==> src/hw/rtl/murmur2_hash_stream_macros.svh <==
// assertion macros shared by the murmur2 hash stream rtl
`ifndef MURMUR2_HASH_STREAM_MACROS_SVH
`define MURMUR2_HASH_STREAM_MACROS_SVH

// same-cycle implication, checked outside reset
`define MH2_ASSERT_IMP(lbl, clk, rst, ante, cons) \
   lbl: assert property (@(posedge clk) disable iff (rst) (ante) |-> (cons)) \
      else $error("mh2 same-cycle check failed");

// next-cycle implication, checked outside reset
`define MH2_ASSERT_NXT(lbl, clk, rst, ante, cons) \
   lbl: assert property (@(posedge clk) disable iff (rst) (ante) |=> (cons)) \
      else $error("mh2 next-cycle check failed");

`endif

==> src/hw/rtl/mh2_pkg.sv <==
// shared types, constants and functions of the murmur2 hash stream
`timescale 1ns / 1ps
`default_nettype none
package mh2_pkg;

   localparam logic [31:0] MIX_MUL    = 32'h5bd1e995;
   localparam int          MIX_SHIFT  = 24;
   localparam int          AVAL_SHIFT_A = 13;
   localparam int          AVAL_SHIFT_B = 15;
   localparam logic [31:0] SEED_RESET = 32'd5381;
   localparam logic [30:0] LEN_MAX    = 31'h7fffffff;
   localparam logic [2:0]  FULL_COUNT = 3'd4;

   // register indexes of the csr port
   localparam logic CSR_SEED = 1'b0;
   localparam logic CSR_FOLD = 1'b1;

   // request queue between front and back
   localparam int QUEUE_DEPTH = 2;
   localparam int QUEUE_PTR_W = $clog2(QUEUE_DEPTH);
   localparam int QUEUE_CNT_W = $clog2(QUEUE_DEPTH + 1);

   // one classified request word
   typedef struct packed {
      logic [31:0] word;
      logic [2:0]  count;
      logic        first;
      logic [31:0] init_hash;
      logic [30:0] stated_len;
      logic        last;
   } mh2_entry_type;

   // back-end status seen by the top level
   typedef struct packed {
      logic busy;
      logic pop;
      logic result_load;
   } mh2_status_type;

   // low 32 bits of value times the mixing constant
   function automatic logic [31:0] mul_mix(input logic [31:0] a);
      logic [63:0] p;
      p = a * MIX_MUL;
      return p[31:0];
   endfunction

   // ascii upper to lower case on each byte
   function automatic logic [31:0] fold_word(input logic [31:0] w);
      logic [31:0] r;
      logic [7:0]  b;
      r = '0;
      for (int i = 0; i < 4; i++) begin
         b = w[8*i +: 8];
         if (b >= 8'h41 && b <= 8'h5a) begin
            b = b + 8'h20;
         end
         r[8*i +: 8] = b;
      end
      return r;
   endfunction

   // byte mask for a one to three byte tail
   function automatic logic [31:0] tail_mask(input logic [2:0] cnt);
      logic [31:0] m;
      case (cnt)
         3'd1:    m = 32'h0000_00ff;
         3'd2:    m = 32'h0000_ffff;
         3'd3:    m = 32'h00ff_ffff;
         default: m = 32'hffff_ffff;
      endcase
      return m;
   endfunction

endpackage
`default_nettype wire

==> src/hw/rtl/murmur2_hash_stream.sv <==
// murmur2 hash stream: a full word passes the back-end sequencer through KMUL, KMIX and HMUL,
// a tail word through TAIL, both on one shared multiplier
// the final word adds avalanche and result load; a 2-entry queue lets requests
// keep arriving while the back end works
// synchronous active-high reset clears queue, sequencer and message state; seed resets to 5381
`timescale 1ns / 1ps
`default_nettype none
`include "murmur2_hash_stream_macros.svh"
module murmur2_hash_stream
   import mh2_pkg::*;
(
   input  wire logic          clock,
   input  wire logic          reset,
   // request channel
   input  wire logic          req_tvalid,
   output logic               req_tready,
   input  wire logic [71:0]   req_tdata,   // data_word, byte_count, message_length, pad
   input  wire logic          req_tlast,
   // result channel
   output logic               rsp_tvalid,
   input  wire logic          rsp_tready,
   output logic [31:0]        rsp_tdata,   // hash_value[31:0]
   output logic               rsp_tuser,   // length_mismatch[0]
   // csr write port
   input  wire logic          csr_we,
   input  wire logic          csr_addr,
   input  wire logic [31:0]   csr_wdata
);

   mh2_entry_type              push_entry;
   mh2_entry_type              head;
   mh2_status_type             status;
   logic                       q_push;
   logic                       q_pop;
   logic                       q_full;
   logic                       q_valid;
   logic [QUEUE_CNT_W-1:0]     q_count;

   // classify incoming requests
   mh2_front u_front (
      .clock          (clock),
      .reset          (reset),
      .csr_we         (csr_we),
      .csr_addr       (csr_addr),
      .csr_wdata      (csr_wdata),
      .in_valid       (req_tvalid),
      .in_ready       (req_tready),
      .data_word      (req_tdata[31:0]),
      .byte_count     (req_tdata[34:32]),
      .message_length (req_tdata[65:35]),
      .last_word      (req_tlast),
      .q_full         (q_full),
      .q_push         (q_push),
      .q_entry        (push_entry)
   );

   // decoupling queue
   mh2_queue u_queue (
      .clock      (clock),
      .reset      (reset),
      .push       (q_push),
      .push_entry (push_entry),
      .full       (q_full),
      .pop        (q_pop),
      .valid      (q_valid),
      .head       (head),
      .count      (q_count)
   );

   // mixing and result
   mh2_back u_back (
      .clock        (clock),
      .reset        (reset),
      .q_valid      (q_valid),
      .q_head       (head),
      .q_pop        (q_pop),
      .out_valid    (rsp_tvalid),
      .out_ready    (rsp_tready),
      .out_hash     (rsp_tdata),
      .out_mismatch (rsp_tuser),
      .status       (status)
   );

   // checks
   `MH2_ASSERT_IMP(a_pop_only_idle, clock, reset, status.pop, !status.busy && q_valid)
   `MH2_ASSERT_NXT(a_pop_starts_work, clock, reset,
                   status.pop && (head.count != 3'd0 || head.last), status.busy)
   `MH2_ASSERT_NXT(a_load_shows_result, clock, reset, status.result_load, rsp_tvalid)
   `MH2_ASSERT_IMP(a_queue_bound, clock, reset, q_count != '0,
                   q_valid && q_count <= QUEUE_CNT_W'(QUEUE_DEPTH))

endmodule
`default_nettype wire

==> src/hw/rtl/mh2_front.sv <==
// front end: csr registers, case folding and request classification
`timescale 1ns / 1ps
`default_nettype none
module mh2_front
   import mh2_pkg::*;
(
   input  wire logic          clock,
   input  wire logic          reset,
   input  wire logic          csr_we,
   input  wire logic          csr_addr,
   input  wire logic [31:0]   csr_wdata,
   input  wire logic          in_valid,
   output logic               in_ready,
   input  wire logic [31:0]   data_word,
   input  wire logic [2:0]    byte_count,
   input  wire logic [30:0]   message_length,
   input  wire logic          last_word,
   input  wire logic          q_full,
   output logic               q_push,
   output mh2_entry_type      q_entry
);

   logic [31:0] seed_ff, seed_in;
   logic        fold_ff, fold_in;
   logic        in_msg_ff, in_msg_in;
   logic [2:0]  cnt_eff;

   // csr writes
   always_comb begin
      seed_in = seed_ff;
      fold_in = fold_ff;
      if (csr_we) begin
         unique case (csr_addr)
            CSR_SEED: seed_in = csr_wdata;
            CSR_FOLD: fold_in = csr_wdata[0];
            default:  ;
         endcase
      end
   end

   // accept whenever the queue has room
   assign in_ready = !q_full;
   assign q_push   = in_valid && in_ready;

   // non-last words and oversize counts mix as full words
   assign cnt_eff = (!last_word || byte_count > FULL_COUNT) ? FULL_COUNT : byte_count;

   // classified request
   always_comb begin
      q_entry.word       = fold_ff ? fold_word(data_word) : data_word;
      q_entry.count      = cnt_eff;
      q_entry.first      = !in_msg_ff;
      q_entry.init_hash  = seed_ff ^ {1'b0, message_length};
      q_entry.stated_len = message_length;
      q_entry.last       = last_word;
   end

   // message tracking
   always_comb begin
      in_msg_in = in_msg_ff;
      if (q_push) begin
         in_msg_in = !last_word;
      end
   end

   always_ff @(posedge clock) begin
      if (reset) begin
         seed_ff   <= SEED_RESET;
         fold_ff   <= 1'b0;
         in_msg_ff <= 1'b0;
      end else begin
         seed_ff   <= seed_in;
         fold_ff   <= fold_in;
         in_msg_ff <= in_msg_in;
      end
   end

endmodule
`default_nettype wire

==> src/hw/rtl/mh2_queue.sv <==
// short request queue between front and back
`timescale 1ns / 1ps
`default_nettype none
module mh2_queue
   import mh2_pkg::*;
(
   input  wire logic                   clock,
   input  wire logic                   reset,
   input  wire logic                   push,
   input  mh2_entry_type               push_entry,
   output logic                        full,
   input  wire logic                   pop,
   output logic                        valid,
   output mh2_entry_type               head,
   output logic [QUEUE_CNT_W-1:0]      count
);

   mh2_entry_type              mem_ff [QUEUE_DEPTH];
   logic [QUEUE_PTR_W-1:0]     wr_ptr_ff, wr_ptr_in;
   logic [QUEUE_PTR_W-1:0]     rd_ptr_ff, rd_ptr_in;
   logic [QUEUE_CNT_W-1:0]     count_ff, count_in;

   assign full  = (count_ff == QUEUE_CNT_W'(QUEUE_DEPTH));
   assign valid = (count_ff != '0);
   assign head  = mem_ff[rd_ptr_ff];
   assign count = count_ff;

   // pointer and fill update
   always_comb begin
      wr_ptr_in = wr_ptr_ff;
      rd_ptr_in = rd_ptr_ff;
      count_in  = count_ff;
      if (push) begin
         wr_ptr_in = (wr_ptr_ff == QUEUE_PTR_W'(QUEUE_DEPTH - 1)) ? '0 : wr_ptr_ff + 1'b1;
      end
      if (pop) begin
         rd_ptr_in = (rd_ptr_ff == QUEUE_PTR_W'(QUEUE_DEPTH - 1)) ? '0 : rd_ptr_ff + 1'b1;
      end
      if (push && !pop) begin
         count_in = count_ff + 1'b1;
      end else if (pop && !push) begin
         count_in = count_ff - 1'b1;
      end
   end

   // entry storage
   always_ff @(posedge clock) begin
      if (push) begin
         mem_ff[wr_ptr_ff] <= push_entry;
      end
   end

   always_ff @(posedge clock) begin
      if (reset) begin
         wr_ptr_ff <= '0;
         rd_ptr_ff <= '0;
         count_ff  <= '0;
      end else begin
         wr_ptr_ff <= wr_ptr_in;
         rd_ptr_ff <= rd_ptr_in;
         count_ff  <= count_in;
      end
   end

endmodule
`default_nettype wire

==> src/hw/rtl/mh2_back.sv <==
// back end: mixing sequencer on one shared multiplier and result register
`timescale 1ns / 1ps
`default_nettype none
module mh2_back
   import mh2_pkg::*;
(
   input  wire logic          clock,
   input  wire logic          reset,
   input  wire logic          q_valid,
   input  mh2_entry_type      q_head,
   output logic               q_pop,
   output logic               out_valid,
   input  wire logic          out_ready,
   output logic [31:0]        out_hash,
   output logic               out_mismatch,
   output mh2_status_type     status
);

   localparam logic [2:0] ST_IDLE = 3'd0;
   localparam logic [2:0] ST_KMUL = 3'd1;
   localparam logic [2:0] ST_KMIX = 3'd2;
   localparam logic [2:0] ST_HMUL = 3'd3;
   localparam logic [2:0] ST_TAIL = 3'd4;
   localparam logic [2:0] ST_AVAL = 3'd5;
   localparam logic [2:0] ST_DONE = 3'd6;

   logic [2:0]  state_ff, state_in;
   logic [31:0] acc_ff, acc_in;
   logic [31:0] k_ff, k_in;
   logic [31:0] word_ff, word_in;
   logic [2:0]  cnt_ff, cnt_in;
   logic        last_ff, last_in;
   logic [30:0] bytes_ff, bytes_in;
   logic [30:0] stated_ff, stated_in;
   logic        out_valid_ff, out_valid_in;
   logic [31:0] out_hash_ff, out_hash_in;
   logic        out_mis_ff, out_mis_in;
   logic [31:0] mul_a;
   logic [31:0] mul_p;
   logic [30:0] bytes_base;
   logic [30:0] room;
   logic [31:0] fin;
   logic        out_free;

   // shared multiplier operand
   always_comb begin
      case (state_ff)
         ST_KMUL: mul_a = word_ff;
         ST_KMIX: mul_a = k_ff ^ (k_ff >> MIX_SHIFT);
         ST_HMUL: mul_a = acc_ff;
         ST_TAIL: mul_a = acc_ff ^ (word_ff & tail_mask(cnt_ff));
         ST_AVAL: mul_a = acc_ff ^ (acc_ff >> AVAL_SHIFT_A);
         default: mul_a = acc_ff;
      endcase
   end

   assign mul_p = mul_mix(mul_a);

   // saturating byte count on the popped word
   assign bytes_base = q_head.first ? '0 : bytes_ff;
   assign room       = LEN_MAX - bytes_base;

   // final xorshift
   assign fin      = acc_ff ^ (acc_ff >> AVAL_SHIFT_B);
   assign out_free = !out_valid_ff || out_ready;

   // sequencer
   always_comb begin
      state_in     = state_ff;
      acc_in       = acc_ff;
      k_in         = k_ff;
      word_in      = word_ff;
      cnt_in       = cnt_ff;
      last_in      = last_ff;
      bytes_in     = bytes_ff;
      stated_in    = stated_ff;
      out_hash_in  = out_hash_ff;
      out_mis_in   = out_mis_ff;
      out_valid_in = out_valid_ff && !out_ready;
      q_pop        = 1'b0;
      status.busy        = (state_ff != ST_IDLE);
      status.result_load = 1'b0;
      unique case (state_ff)
         ST_IDLE: begin
            if (q_valid) begin
               q_pop     = 1'b1;
               acc_in    = q_head.first ? q_head.init_hash : acc_ff;
               stated_in = q_head.first ? q_head.stated_len : stated_ff;
               bytes_in  = ({28'd0, q_head.count} > room) ? LEN_MAX
                           : bytes_base + {28'd0, q_head.count};
               word_in   = q_head.word;
               cnt_in    = q_head.count;
               last_in   = q_head.last;
               if (q_head.count == FULL_COUNT) begin
                  state_in = ST_KMUL;
               end else if (q_head.count != 3'd0) begin
                  state_in = ST_TAIL;
               end else if (q_head.last) begin
                  state_in = ST_AVAL;
               end
            end
         end
         ST_KMUL: begin
            k_in     = mul_p;
            state_in = ST_KMIX;
         end
         ST_KMIX: begin
            k_in     = mul_p;
            state_in = ST_HMUL;
         end
         ST_HMUL: begin
            acc_in   = mul_p ^ k_ff;
            state_in = last_ff ? ST_AVAL : ST_IDLE;
         end
         ST_TAIL: begin
            acc_in   = mul_p;
            state_in = last_ff ? ST_AVAL : ST_IDLE;
         end
         ST_AVAL: begin
            acc_in   = mul_p;
            state_in = ST_DONE;
         end
         ST_DONE: begin
            if (out_free) begin
               status.result_load = 1'b1;
               out_valid_in = 1'b1;
               out_hash_in  = (stated_ff == '0) ? '0 : fin;
               out_mis_in   = (bytes_ff != stated_ff);
               state_in     = ST_IDLE;
            end
         end
         default: state_in = ST_IDLE;
      endcase
      status.pop = q_pop;
   end

   assign out_valid    = out_valid_ff;
   assign out_hash     = out_hash_ff;
   assign out_mismatch = out_mis_ff;

   // control state
   always_ff @(posedge clock) begin
      if (reset) begin
         state_ff     <= ST_IDLE;
         out_valid_ff <= 1'b0;
      end else begin
         state_ff     <= state_in;
         out_valid_ff <= out_valid_in;
      end
   end

   // datapath registers
   always_ff @(posedge clock) begin
      acc_ff      <= acc_in;
      k_ff        <= k_in;
      word_ff     <= word_in;
      cnt_ff      <= cnt_in;
      last_ff     <= last_in;
      bytes_ff    <= bytes_in;
      stated_ff   <= stated_in;
      out_hash_ff <= out_hash_in;
      out_mis_ff  <= out_mis_in;
   end

endmodule
`default_nettype wire
==> config.mk <==
export PLATFORM = sky130hd
export DESIGN_NAME = murmur2_hash_stream
export DESIGN_NICKNAME = d
export VERILOG_FILES = /design/src/hw/rtl/mh2_pkg.sv /design/src/hw/rtl/murmur2_hash_stream.sv /design/src/hw/rtl/mh2_front.sv /design/src/hw/rtl/mh2_queue.sv /design/src/hw/rtl/mh2_back.sv
export VERILOG_INCLUDE_DIRS = /design/src /design/src/hw/rtl
export SDC_FILE = /design/constraint.sdc
export NUM_CORES = 1
export LEC_CHECK = 0
export BUFFER_PORTS_ARGS = -buffer_cell sky130_fd_sc_hd__buf_2
export CAP_MARGIN = 20
export CORE_ASPECT_RATIO = 0.8
export CORE_MARGIN = 2
export CORE_UTILIZATION = 30
export CTS_CLUSTER_DIAMETER = 60
export CTS_CLUSTER_SIZE = 25
export DETAILED_ROUTE_END_ITERATION = 10
export PLACE_DENSITY = 0.48
export SLEW_MARGIN = 0
export SYNTH_ARGS = -nofsm -noshare
export SYNTH_HDL_FRONTEND = slang
export SYNTH_SLANG_ARGS = --single-unit
==> constraint.sdc <==
create_clock -name clock -period 12.5 [get_ports clock]
set_input_delay 2.5 -clock clock [delete_from_list [all_inputs] [get_ports clock]]
set_output_delay 2.5 -clock clock [all_outputs]
set_load 0.02 [all_outputs]
==> After elaboration in Yosys (flattened, before gate mapping) <==
Memory sizes are Yosys's and may differ from the RTL's. A register that Yosys moved wholly into a read port is not among the register bits.
Index checks and enable logic that the tools add are counted.
{ "classes": {"addsub": 10, "multipliers": 1, "magnitude_cmp": 10, "n_eq_ne": 16, "muxes": 32, "bitwise": 8, "reduce_logical": 33} }
{ "op_table": {"columns": ["cell", "count"], "rows": [
  ["$pmux W32 S3", 2],
  ["$mux W32", 4],
  ["$pmux W32 S4", 1],
  ["$xor A32 B32 Y32", 2],
  ["$add A8 B6 Y8 const B", 4],
  ["$and A32 B32 Y32", 1],
  ["$ge A8 B7 Y1 const B", 4],
  ["$le A8 B7 Y1 const B", 4],
  ["$mul A32 B31 Y32 const B", 1],
  ["$mux W8", 4],
  ["$xor A32 B17 Y32", 1],
  ["$xor A32 B19 Y32", 1],
  ["$xor A32 B31 Y32", 1],
  ["$xor A32 B8 Y32", 1],
  ["$add A31 B3 Y31", 1],
  ["$gt A3 B31 Y1", 1],
  ["$logic_not A31 Y1", 1],
  ["$mux W31", 1],
  ["$ne A31 B31 Y1", 1],
  ["$sub A31 B31 Y31 const A", 1],
  ["$mux W3", 7],
  ["$pmux W3 S6", 1],
  ["$eq A3 B2 Y1 const B", 4],
  ["$eq A3 B3 Y1 const B", 4],
  ["other kinds (21)", 57]
]} }
{ "word_totals": {"register_bits": 237, "ram_bits": 200, "inputBits": 111, "output_inout_bits": 35, "wordCells": 128, "mem_count": 1} }
{ "mem_list": {"columns": ["name", "depth", "word_bits", "rd", "rd_ports_with_merged_regs", "wr", "line_no", "source"], "rows": [
  ["u_queue.mem_ff", 2, 100, 1, 1, 1, "mh2_queue.sv:18", "mh2_entry_type mem_ff [QUEUE_DEPTH];"]
]} }

==> Longest topological paths before layout <==
{ "logic_depth": {"ltp_word": 9, "depth_mapped": 35, "depth_no_buf": 33} }

==> Modules after synthesis <==
Synthesis repeated with hierarchy kept, for this count alone.
{ "hier_totals": {"hier_cells": 2449, "hier_area_um2": 28810.1} }
{ "by_module_without_submodules": {"columns": ["mod", "instances", "cells_each", "area_per_inst_um2"], "rows": [
  ["mh2_back", 1, 1824, 19127.1],
  ["mh2_queue", 1, 333, 7462.2],
  ["mh2_front", 1, 292, 2220.9]
]} }

==> Least setup slack after synthesis <==
OpenSTA, ideal clock, no wires.
{ "synth_timing": {"kind": "flip-flop to flip-flop", "startpoint": "register u_back.state_ff[0]", "endpoint": "register u_back.acc_ff[31], data pin", "setup_time_ns": 0.268, "arrival_ns": 9.077, "t_required_ns": 12.232, "setup_slack_ns": 3.155, "path_stages_with_launch": 28, "period_less_slack_ns": 9.345, "cell_sequence": "dfxtp_1 -> buf_2 -> clkbuf_1 -> buf_1 -> mux2i_1 -> o311ai_0 -> inv_1 -> fa_1 -> inv_1 -> fa_1 -> fa_1 -> inv_1 -> fa_1 -> fa_1 -> fa_1 -> fa_1 -> inv_1 -> fa_1 -> xnor2_1 -> xnor2_1 -> xnor2_1 -> xnor3_1 -> xnor3_1 -> xnor3_2 -> xor2_1 -> a21oi_1 -> o21a_1 -> o221ai_2"} }
{ "synth_between": {"elab_chain_cells": 5} }
{ "synth_rtl": {"columns": ["item", "line_no", "source"], "rows": [
  ["start, declared", "mh2_back.sv:27", "logic [2:0] state_ff, state_in;"],
  ["start signal, assigned", "mh2_back.sv:147", "state_ff <= state_in;"],
  ["$eq A3 B3 Y1, or another cell as far along", "mh2_back.sv:47, mh2_back.sv:83", null],
  ["$pmux W32 S4", "mh2_back.sv:47", "case (state_ff)"],
  ["$mul A32 B31 Y32", "mh2_pkg.sv:43", "p = a * MIX_MUL;"],
  ["$xor A32 B32 Y32", "mh2_back.sv:112", "acc_in = mul_p ^ k_ff;"],
  ["$pmux W32 S3 *", "mh2_back.sv:83", "unique case (state_ff)"],
  ["via u_back.acc_in[31]", "mh2_back.sv:28", "logic [31:0] acc_ff, acc_in;"],
  ["end signal, assigned", "mh2_back.sv:154", "acc_ff <= acc_in;"],
  ["end, declared", "mh2_back.sv:28", null]
]} }
The timed path passes the listed nets; every way through them passes the cells marked *.
A chain may end at the register's enable or synchronous reset.

==> Worst setup path in the final report <==
{ "layout_timing": {"startpoint": "register u_back.state_ff[0]", "endpoint": "register u_back.acc_ff[27], data pin"} }
{ "layout_between": {"elab_chain_cells": 5} }
{ "layout_rtl": {"columns": ["item", "line_no", "source"], "rows": [
  ["$eq A3 B3 Y1, or another cell as far along", "mh2_back.sv:47", null],
  ["$pmux W32 S4 *", "mh2_back.sv:47", null],
  ["$mul A32 B31 Y32 *", "mh2_pkg.sv:43", null],
  ["via u_back.mul_p[27]", "mh2_back.sv:39", "logic [31:0] mul_p;"],
  ["$xor A32 B32 Y32", "mh2_back.sv:112", null],
  ["$pmux W32 S3 *", "mh2_back.sv:83", null],
  ["via u_back.acc_in[27]", "mh2_back.sv:28", null]
]} }
Marked as above.

==> metrics.txt <==
Syn Nets=2882; Initial Util=~30%; P&R area growth vs syn=11.6%; # clock sinks=about 440; area occupied by registers=roughly 13000 um2; CTS tree=yes; critical path's slowest cell=dfxtp_2; min-delay worst type=flop to flop; type of the worst setup path=flop to flop; Synth Area in Compound Gates=approximately 8.1%; xor/xnor cell area share of the yosys netlist=6.43%; proportion of layout cells with a drive suffix above 1=13.5%; Wirelength per Cell=22.3 um; largest cells by area after synthesis=edfxtp_1, fa_1, ha_1, inv_1, xnor2_1; most instantiated cells after synthesis=edfxtp_1, inv_1, ha_1; CP max FO=30; Period Utilization, post-route=84.3%; # setup viols final=0; Post-synth top flop=edfxtp_1; CTS Buffer Depth=3; first-pass GRT wire length=123000 um; status=complete, no violations; Post-synth ARST share=0%; Ports=about 150; adder-cell share of the synthesized area=a little under a quarter; via count=~18k; standard-cell rows=100; Synth area leader=edfxtp_1; hold_buf cts=0; simple-gate share of the synthesized area=7.34%; clock root cell=clkbuf_16; post-DP HPWL=~64000 um; final net count=3009; register area share after synthesis=45.1%; number of synthesized flops with an enable pin=395; most common cell in the netlist=edfxtp_1; Reg2Reg Depth=31; RSZ-0062 raised after global routing=no; iteration-0 DRC count of the detailed router=about 1.7k; crit path DAT=between 10000 and 15000 ps; Critical Path RT=12830 ps; Setup TNS=0 ps; drt drc=0; Placer Congestion=0.916; Worst setup SP type=flop; Worst Setup End Kind=flop; H-tree Lvls=1; Tot GR Track Use=17.0%; Post-Synthesis Cells=2364; M3 GR Usage=~2.5%; largest net degree at the start of global routing=56; WHS Path Cells=2; Worst slew margin=a little over a third; worst skew pair latency=610 ps; PostCTS Resize Cnt=0; fin. max-slew vios=0; PortBufs=~140; core box area=93100 um2; Clock Pin Slew Worst Setup and Hold Paths=90 ps; mux share of post-synthesis cell area=4.36%; Most Crowded Layer GR=met1; Post-Route WL=roughly 83000 um; Yosys top cell area share=between 40% and 50%; met1 GRT Util=a little over a quarter; number of synthesized register bits=approximately 440; Multi-input gate area=about 14000 um2; vias in the first global route=18.5k; Synth cell types=83; max-cap violation count=0; initial antenna violation count=5; DRT Pass-1 Iters=6; largest family of logic cells by synthesized area=adder cells; clock skew=25.4 ps; Num CTS Buffers=28; Routed Antenna Nets=0; fillers=9275; Slew @ Worst Pin=969 ps; Die Height=278 um; fmax=94.8 MHz; CP max stage delay=730 ps; final hold violation count=0; Cell Area, Synth=28200 um2; post-CTS setup buffer count=0; die footprint=96500 um2; Mean Syn Cell Area=11.9 um2; Die W=347 um; minimum clock period=approximately 11000 ps; via/cell ratio=4.93; gr ovfl total=0; M2 GR Usage=24.7%; synth warn=0
## cells in the final DEF, fill, tap and decap left out, drive strengths merged, types with 6 or more instances in the layout
| cell | n |
|---|---|
| nand3b | 6 |
| mux2 | 71 |
| clkbuf | 36 |
| nor2b | 23 |
| xor2 | 77 |
| buf | 176 |
| a31oi | 15 |
| o221ai | 9 |
| a21o | 15 |
| fa | 182 |
| inv | 357 |
| and3 | 11 |
| nor4 | 17 |
| nor3 | 37 |
| a22oi | 23 |
| mux2i | 43 |
| and2 | 8 |
| ha | 225 |
| o21ai | 85 |
| or2 | 8 |
| nand2 | 160 |
| xnor2 | 116 |
| dfxtp | 43 |
| o21bai | 6 |
| a21oi | 113 |
| o21a | 8 |
| o211ai | 26 |
| nand2b | 12 |
| nand4 | 18 |
| nor2 | 78 |
| edfxtp | 395 |
| nand3 | 28 |
| o311ai | 11 |
## worst paths after layout
path / start / endpoint / slack (ps)
min: u_front.seed_ff[25] / u_front.seed_ff[25] / 470
max reg2reg: u_back.state_ff[0] / u_back.acc_ff[27] / 1960
min reg2reg: u_front.seed_ff[25] / u_front.seed_ff[25] / 470
max: u_back.state_ff[0] / u_back.acc_ff[27] / 1960
## critical path: cells and delay by family (launching register included)
kind	cells	cell delay (ps)
AOI/OAI and AO/OA	7	2070
buffers and inverters	9	1270
and+or+nand+nor	5	1920
adders and majority gates	9	4090
xor gates and xnor gates	1	180
DFF	1	730
## state kept, by name, summed over array words and instances, names as in the netlist, 2 cells and up, named ones only
register / count
u_back.out_hash: 32
u_back.k_ff: 32
u_back.word_ff: 32
u_back.cnt_ff: 3
u_queue.count: 2
u_back.state_ff: 3
u_front.seed_ff: 32
u_back.bytes_ff: 31
u_queue.mem_ff: 200
u_back.acc_ff: 32
u_back.stated_ff: 31
## routing by layer
layer | up-vias | share of wire, %
li1 | 8460 | -
met1 | 9325 | 50
met2 | 569 | 42
met3 | 77 | 6.9
met4 | 2 | 1.9
met5 | - | 0.012
## kinds of logic after synthesis
group           after synthesis
xor+xnor                    198
fa+ha+maj                   407
buf+inv                     423
compound gates              356
simple gates                428
mux                         114
flops                       438
## per-stage QoR
| stage | cells | util, % | instance area [um2] | hold slack [ps] | setup WS, ps |
|---|---|---|---|---|---|
| 2_1_floorplan | 2364 | - | 28200 | 425 | 3160 |
| 3_3_place_gp | 3685 | 32.7 | 30500 | 456 | 2190 |
| 3_5_place_dp | 3685 | 32.7 | 30500 | 461 | 2120 |
| 4_1_cts | 3737 | 33.8 | 31500 | 474 | 2050 |
| 5_1_grt | 3738 | 33.8 | 31500 | 490 | 1580 |
| 6_report | 3739 | 33.8 | 31500 | 474 | 1960 |
## final cells by class
cell class	instances	share of cell area (%)
multi-input cells	1503	44.3
flip-flops and latches	438	40.5
well taps	1224	4.87
inverters	344	4.10
repair buffers	176	3.09
clock buffers	36	2.42
clock inverters	16	0.700
diodes	2	0.0159
Power is left out: the tool's default activity adds up to more than one toggle a clock period on the data nets, which glitch-free logic cannot reach.
